### src/rtl/vigc_pkg.sv
// Shared types, constants and character arithmetic for the offset cipher.
package vigc_pkg;

    localparam int KEY_DEPTH = 256;
    localparam int KEY_AW    = $clog2(KEY_DEPTH);
    localparam int LEN_W     = 9;
    localparam int OFS_W     = 5;
    localparam int CHAR_W    = 7;
    localparam int IN_DATA_W  = 24;
    localparam int OUT_DATA_W = 8;

    localparam logic [LEN_W-1:0]  KEY_DEPTH_LEN = LEN_W'(KEY_DEPTH);
    localparam logic [CHAR_W-1:0] CH_SPACE = 7'h20;
    localparam logic [CHAR_W-1:0] CH_LF    = 7'h0A;
    localparam logic [CHAR_W-1:0] CH_CR    = 7'h0D;
    localparam logic [CHAR_W-1:0] CH_A     = 7'h41;
    localparam logic [CHAR_W-1:0] CH_LC_A  = 7'h61;
    localparam logic [CHAR_W-1:0] CH_LC_Z  = 7'h7A;
    localparam logic [CHAR_W-1:0] CASE_GAP = 7'h20;
    localparam logic [OFS_W-1:0]  ALPHA    = 5'd26;

    typedef enum logic [0:0] {
        OP_CHAR = 1'b0,
        OP_KEY  = 1'b1
    } op_t;

    typedef enum logic [0:0] {
        CFG_DECRYPT_MODE = 1'b0,
        CFG_KEY_LENGTH   = 1'b1
    } cfg_reg_t;

    typedef struct packed {
        logic              en;
        logic [KEY_AW-1:0] addr;
        logic [OFS_W-1:0]  data;
    } key_wr_t;

    function automatic logic is_blank(input logic [CHAR_W-1:0] ch);
        return (ch == CH_SPACE) || (ch == CH_LF) || (ch == CH_CR);
    endfunction

    // truncated remainder mod 26 of s (|s| <= 90), then + 'A'
    function automatic logic [CHAR_W-1:0] mod26_char(input logic signed [7:0] s);
        logic [6:0] mag;
        logic [6:0] rem;
        mag = (s < 0) ? 7'(-s) : 7'(s);
        priority if (mag >= 7'd78)
            rem = mag - 7'd78;
        else if (mag >= 7'd52)
            rem = mag - 7'd52;
        else if (mag >= 7'd26)
            rem = mag - 7'd26;
        else
            rem = mag;
        return (s < 0) ? (CH_A - rem) : (CH_A + rem);
    endfunction

endpackage

### src/rtl/vigc_key_ram.sv
// Key offset table: one write port, one registered read port.
module vigc_key_ram (
    input  logic                              clk,
    input  vigc_pkg::key_wr_t                 wr,
    input  logic                              rd_en,
    input  logic [vigc_pkg::KEY_AW-1:0]       rd_addr,
    output logic [vigc_pkg::OFS_W-1:0]        rd_data
);

    logic [vigc_pkg::OFS_W-1:0] mem [vigc_pkg::KEY_DEPTH];
    logic [vigc_pkg::OFS_W-1:0] rd_data_reg;

    always_ff @(posedge clk)
    begin
        if (wr.en)
        begin
            mem[wr.addr] <= wr.data;
        end
    end

    always_ff @(posedge clk)
    begin
        if (rd_en)
        begin
            rd_data_reg <= mem[rd_addr];
        end
    end

    assign rd_data = rd_data_reg;

endmodule

### src/rtl/vigc_shift.sv
// Character shift unit: upper-case, add or subtract key offset mod 26; blanks pass unchanged.
module vigc_shift (
    input  logic [vigc_pkg::CHAR_W-1:0] ch,
    input  logic                        blank,
    input  logic [vigc_pkg::OFS_W-1:0]  key_entry,
    input  logic                        decrypt,
    output logic [vigc_pkg::CHAR_W-1:0] char_out
);

    logic [vigc_pkg::CHAR_W-1:0] upper;
    logic [vigc_pkg::OFS_W-1:0]  k;
    logic signed [7:0]           v;
    logic signed [7:0]           s;

    always_comb
    begin
        upper = ((ch >= vigc_pkg::CH_LC_A) && (ch <= vigc_pkg::CH_LC_Z))
              ? (ch - vigc_pkg::CASE_GAP) : ch;
        k = (key_entry >= vigc_pkg::ALPHA) ? (key_entry - vigc_pkg::ALPHA) : key_entry;
        v = signed'({1'b0, upper}) - signed'({1'b0, vigc_pkg::CH_A});
        if (decrypt)
        begin
            s = v - signed'({3'b000, k}) + signed'({3'b000, vigc_pkg::ALPHA});
        end
        else
        begin
            s = v + signed'({3'b000, k});
        end
        char_out = blank ? ch : vigc_pkg::mod26_char(s);
    end

endmodule

### src/rtl/vigenere_offset_cipher.sv
// Streaming key-offset cipher top level: position tracking, key table, output stage.
//
//  channel  dir  handshake          payload
//  s_*      in   s_tvalid/s_tready  tdata: char_in, start_of_message, key_slot, key_offset
//                                   tuser: op
//  m_*      out  m_tvalid/m_tready  tdata: char_out
//  cfg_*    in   cfg_we             cfg_addr selects register, cfg_wdata value
//
// One item per cycle unless the output stalls; a result passes the middle and output stages.
// The key table read is issued at accept; the middle stage uses its registered data.
// Key writes give no result. Reset does not clear the key table.
// Reset clears the key position, pipeline valids and decrypt mode and sets key length to 1.
// A stalled output holds the middle stage, then the input side.
module vigenere_offset_cipher (
    input  logic                                clk,
    input  logic                                rst_n,
    input  logic                                s_tvalid,
    output logic                                s_tready,
    // [6:0] char_in, [7] start_of_message, [15:8] key_slot, [20:16] key_offset
    input  logic [vigc_pkg::IN_DATA_W-1:0]      s_tdata,
    // [0] op
    input  logic [0:0]                          s_tuser,
    output logic                                m_tvalid,
    input  logic                                m_tready,
    // [6:0] char_out
    output logic [vigc_pkg::OUT_DATA_W-1:0]     m_tdata,
    input  logic                                cfg_we,
    input  logic [0:0]                          cfg_addr,
    input  logic [vigc_pkg::LEN_W-1:0]          cfg_wdata
);

    logic                           decrypt_mode_reg;
    logic [vigc_pkg::LEN_W-1:0]     key_length_reg;
    logic [vigc_pkg::KEY_AW-1:0]    pos_reg, pos_next;
    logic                           s1_valid_reg, s1_valid_next;
    logic [vigc_pkg::CHAR_W-1:0]    s1_ch_reg;
    logic                           s1_blank_reg;
    logic                           out_valid_reg, out_valid_next;
    logic [vigc_pkg::CHAR_W-1:0]    out_ch_reg;

    logic                           accept;
    logic                           is_char;
    logic [vigc_pkg::CHAR_W-1:0]    ch;
    logic                           start;
    logic                           blank;
    logic [vigc_pkg::KEY_AW-1:0]    rd_addr;
    logic [vigc_pkg::LEN_W-1:0]     len_eff;
    logic [vigc_pkg::LEN_W-1:0]     addr_inc;
    logic                           s1_adv;
    logic                           rd_en;
    vigc_pkg::key_wr_t              key_wr;
    logic [vigc_pkg::OFS_W-1:0]     key_entry;
    logic [vigc_pkg::CHAR_W-1:0]    shift_out;

    assign s1_adv   = !out_valid_reg || m_tready;
    assign s_tready = !s1_valid_reg || s1_adv;
    assign accept   = s_tvalid && s_tready;
    assign is_char  = (s_tuser == vigc_pkg::OP_CHAR);
    assign ch       = s_tdata[6:0];
    assign start    = s_tdata[7];
    assign blank    = vigc_pkg::is_blank(ch);
    assign rd_addr  = start ? '0 : pos_reg;
    assign rd_en    = accept && is_char;

    always_comb
    begin
        key_wr.en   = accept && !is_char && (32'(s_tdata[15:8]) < vigc_pkg::KEY_DEPTH);
        key_wr.addr = vigc_pkg::KEY_AW'(s_tdata[15:8]);
        key_wr.data = s_tdata[20:16];
    end

    always_comb
    begin
        priority if (key_length_reg == '0)
            len_eff = vigc_pkg::LEN_W'(1);
        else if (key_length_reg > vigc_pkg::KEY_DEPTH_LEN)
            len_eff = vigc_pkg::KEY_DEPTH_LEN;
        else
            len_eff = key_length_reg;
        addr_inc = vigc_pkg::LEN_W'(rd_addr) + vigc_pkg::LEN_W'(1);
    end

    always_comb
    begin
        pos_next = pos_reg;
        if (rd_en)
        begin
            if (!blank)
            begin
                pos_next = (addr_inc >= len_eff) ? '0 : vigc_pkg::KEY_AW'(addr_inc);
            end
            else if (start)
            begin
                pos_next = '0;
            end
        end
    end

    always_comb
    begin
        s1_valid_next = s1_valid_reg;
        if (rd_en)
            s1_valid_next = 1'b1;
        else if (s1_adv)
            s1_valid_next = 1'b0;

        out_valid_next = out_valid_reg;
        if (s1_valid_reg && s1_adv)
            out_valid_next = 1'b1;
        else if (m_tready)
            out_valid_next = 1'b0;
    end

    always_ff @(posedge clk or negedge rst_n)
    begin
        if (!rst_n)
        begin
            decrypt_mode_reg <= 1'b0;
            key_length_reg   <= vigc_pkg::LEN_W'(1);
            pos_reg          <= '0;
            s1_valid_reg     <= 1'b0;
            out_valid_reg    <= 1'b0;
        end
        else
        begin
            if (cfg_we)
            begin
                unique case (vigc_pkg::cfg_reg_t'(cfg_addr))
                    vigc_pkg::CFG_DECRYPT_MODE: decrypt_mode_reg <= cfg_wdata[0];
                    vigc_pkg::CFG_KEY_LENGTH:   key_length_reg   <= cfg_wdata;
                endcase
            end
            pos_reg       <= pos_next;
            s1_valid_reg  <= s1_valid_next;
            out_valid_reg <= out_valid_next;
        end
    end

    always_ff @(posedge clk)
    begin
        if (rd_en)
        begin
            s1_ch_reg    <= ch;
            s1_blank_reg <= blank;
        end
        if (s1_valid_reg && s1_adv)
        begin
            out_ch_reg <= shift_out;
        end
    end

    vigc_key_ram u_key_ram (
        .clk     (clk),
        .wr      (key_wr),
        .rd_en   (rd_en),
        .rd_addr (rd_addr),
        .rd_data (key_entry)
    );

    vigc_shift u_shift (
        .ch        (s1_ch_reg),
        .blank     (s1_blank_reg),
        .key_entry (key_entry),
        .decrypt   (decrypt_mode_reg),
        .char_out  (shift_out)
    );

    assign m_tvalid = out_valid_reg;
    assign m_tdata  = {1'b0, out_ch_reg};

endmodule

### config.mk
export PLATFORM = sky130hd
export DESIGN_NAME = vigenere_offset_cipher
export DESIGN_NICKNAME = d
export VERILOG_FILES = /design/src/rtl/vigc_pkg.sv /design/src/rtl/vigc_key_ram.sv /design/src/rtl/vigc_shift.sv /design/src/rtl/vigenere_offset_cipher.sv
export SDC_FILE = /design/constraint.sdc
export NUM_CORES = 2
export LEC_CHECK = 0
export BUFFER_PORTS_ARGS = -buffer_cell sky130_fd_sc_hd__clkbuf_2
export CORE_ASPECT_RATIO = 0.75
export CORE_MARGIN = 4
export CORE_UTILIZATION = 55
export DETAILED_ROUTE_END_ITERATION = 8
export PLACE_DENSITY = 0.71
export SYNTH_ARGS = -nofsm -noshare
export SYNTH_HDL_FRONTEND = slang
export SYNTH_SLANG_ARGS = --single-unit
### constraint.sdc
create_clock -name clk -period 12.7 [get_ports clk]
set_input_delay 1.27 -clock clk [delete_from_list [all_inputs] [get_ports clk]]
set_output_delay 1.27 -clock clk [all_outputs]
set_load 0.005 [all_outputs]
==> flow_summary.json <==
{
  "clock_sink_count": 1320,
  "cts_hold_repair.buffers": 0,
  "drc_errors": 0,
  "setup_total_negative_slack_ns": 0,
  "nNetsFinal": 3257,
  "clock_path_buffers": 3,
  "largest_register_ffs": 1280,
  "syn_nets": 3251,
  "fillerInstances": 6825,
  "first_global_vias": 29900,
  "clock_tree.root_cell": "clkbuf_16",
  "number_of_synthesized_flops_with_an_enable_pin": 1300,
  "start_util_pct": 55.9,
  "post_synth.cell_area_avg_sq_um": 17.3,
  "outcome": "finished clean",
  "dieHeight_um": 281,
  "crit_top_cell": "ha_1",
  "core_area_sq_um": 98000,
  "finalCriticalPeriod_ns": 7.60,
  "global_route.overflow_total": 0,
  "worst_path_max_delay_cell": "nor3_1",
  "share_of_layout_cells_above_drive_strength_1_pct": 16.9,
  "clock_latency_ns": 0.73,
  "numPortBuffers": 45,
  "cts.reportedPaths.clkPinSlew_ns": 0.06,
  "final.period_utilization_pct": 59.8,
  "power_uw": 10100,
  "pwr_dens_nw_per_um2": 168,
  "min_path_type": "register to register",
  "core.rowCount": 99,
  "antenna_found_initial": 3,
  "drv_slew": 0,
  "r2r_setup_slack_ns": 5.10,
  "routed_wire_per_std_cell_um": 28.3,
  "postSynth.asyncResetShare_pct": 1.52,
  "synthCells": 3172,
  "worst_path_largest_cell_delay_ns": 0.53,
  "detail_route.first_pass.iterations": 6,
  "timing.critical_path.from_type": "register",
  "achievable-frequency_mhz": 132,
  "cts-buffers-inserted": 118,
  "drt-initial-drc-count": 3808,
  "rd_place_congestion": 0.880,
  "grt_setup_unrepaired": "no",
  "post_cts.resized_instances": 0,
  "routed_wl_um": 130000,
  "synth-warning-count": 0,
  "mostFrequentLayoutCells": "edfxtp_1 (1300), nor2_1 (295), mux2i_1 (244), mux4_2 (235), o21ai_0 (140)",
  "yosys_register_bits": 1320,
  "design.portCount": 50,
  "flow.area_growth_from_synthesis_pct": 9.89,
  "gr-usage-all-layers_pct": 25.1,
  "yosys.cell_types.count": 86,
  "detail_route.vias_per_cell": 6.52,
  "hold_viol_final": 0,
  "peakVddDrop_uv": 108,
  "required_ns": 13.23,
  "worstSetupEndpointType": "register",
  "clock_skew_ns": 0.0344,
  "max_slew_margin_pct": 5.48,
  "cts_tree": "done",
  "num_vias": 29900,
  "synth-seq-area-share_pct": 72.2,
  "dp.final_hpwl_um": 75900,
  "mostFrequentLayoutCell": "edfxtp_1",
  "worst-setup-path-type": "register to register",
  "worst-path-max-fanout": 18,
  "floorplan.die_area_sq_um": 105000,
  "postRouteAntennaNets": 0,
  "worstPathArrival_ns": 8.13,
  "combined_area_of_all_synthesized_cells_sq_um": 54700,
  "worst-slew-pin-transition_ns": 1.41,
  "grt_start_max_net_pins": 161,
  "synth-main-ff-cell": "edfxtp_1",
  "die_width_um": 372,
  "timing.final.setup_violations": 0,
  "power_leakage_uw": 0.0197,
  "h-tree-depth": 3,
  "cts.repair_timing.setup_buffer_count": 0,
  "max_cap_violations": 0,
  "first_pass_grt_wire_length_um": 194000
}
## area by class of cell
type | count | area (sq um) | area share (%)
flip-flops and latches | 1320 | 39500 | 65.7
clock inverters | 72 | 787 | 1.31
inverters | 35 | 131 | 0.218
multi-input cells | 1619 | 14400 | 23.9
clock buffers | 139 | 3100 | 5.15
diodes | 5 | 12.5 | 0.0208
repair buffers | 84 | 574 | 0.955
well taps | 1313 | 1640 | 2.73
## final timing paths
| check | startpoint | endpoint | depth (start not counted) |
|---|---|---|---|
| worst max-delay path | u_key_ram.rd_data[1] | out_ch_reg[6] | 28 |
| worst min register to register | s1_valid_reg | m_tvalid | 1 |
| max in group asynchronous | rst_n | pos_reg[0] | 1 |
| worst min-delay path | s1_valid_reg | m_tvalid | 1 |
| worst max register to register | u_key_ram.rd_data[1] | out_ch_reg[6] | 28 |
| min in group asynchronous | rst_n | key_length_reg[4] | 1 |
## per-layer routing
metal	GRT usage, %	share of wire (%)	vias up
met5	0	0.010	-
met4	6.58	2.6	2
met3	6.50	11	251
met2	37.0	45	1684
met1	37.7	41	15300
li1	-	-	12700
## worst max-delay path: cells and delay by family, from the launching register on
kind	cells	cell delay (ns)
compound gates	12	2.63
flops	1	0.43
fa+ha+maj	6	1.69
buf+inv	2	0.20
xor+xnor	2	0.56
simple gates	6	1.91
## cell usage after synthesis, types with 16 or more instances
cell | instances | area (sq um)
a21oi_1 | 122 | 611
a22o_1 | 16 | 140
a22oi_1 | 33 | 248
buf_1 | 45 | 169
clkbuf_1 | 143 | 537
dfrtp_1 | 19 | 475
edfxtp_1 | 1300 | 39000
ha_1 | 37 | 463
inv_1 | 33 | 124
mux2_2 | 18 | 203
mux2i_1 | 244 | 2440
mux4_2 | 235 | 5290
nand2_1 | 118 | 443
nand3_1 | 21 | 105
nor2_1 | 297 | 1110
o211ai_1 | 23 | 173
o21ai_0 | 140 | 701
o22ai_1 | 72 | 450
## power by group
part	internal, uW	switching, uW
clock network	2040	1560
registers	4810	49.6
logic	683	979
total	7540	2590
## stage by stage
step / utilization (%) / setup WS, ns / instance area [sq um] / std cells / hold WS, ns
after floorplan: - / 6.41 / 54700 / 3172 / 0.449
after global placement: 57.4 / 5.60 / 56200 / 4370 / 0.472
after detailed placement: 57.4 / 5.27 / 56200 / 4370 / 0.495
after CTS: 61.4 / 5.21 / 60100 / 4581 / 0.506
after global routing: 61.4 / 4.48 / 60100 / 4582 / 0.529
final: 61.4 / 5.10 / 60200 / 4587 / 0.498
## cells by family after synthesis
kind of cell             count (synthesis)  share of synthesized area [%]
adder cells (fa/ha/maj)                 39                          0.919
multiplexers                           497                           14.5
buffers and inverters                  233                           1.65
AO/OA/AOI/OAI                          523                           6.05
AND/OR/NAND/NOR                        535                           4.25
other                                    1                        0.00685
XOR/XNOR                                24                          0.398
flip-flops                            1320                           72.2
No activity file was read; power rests on OpenSTA's default activity.
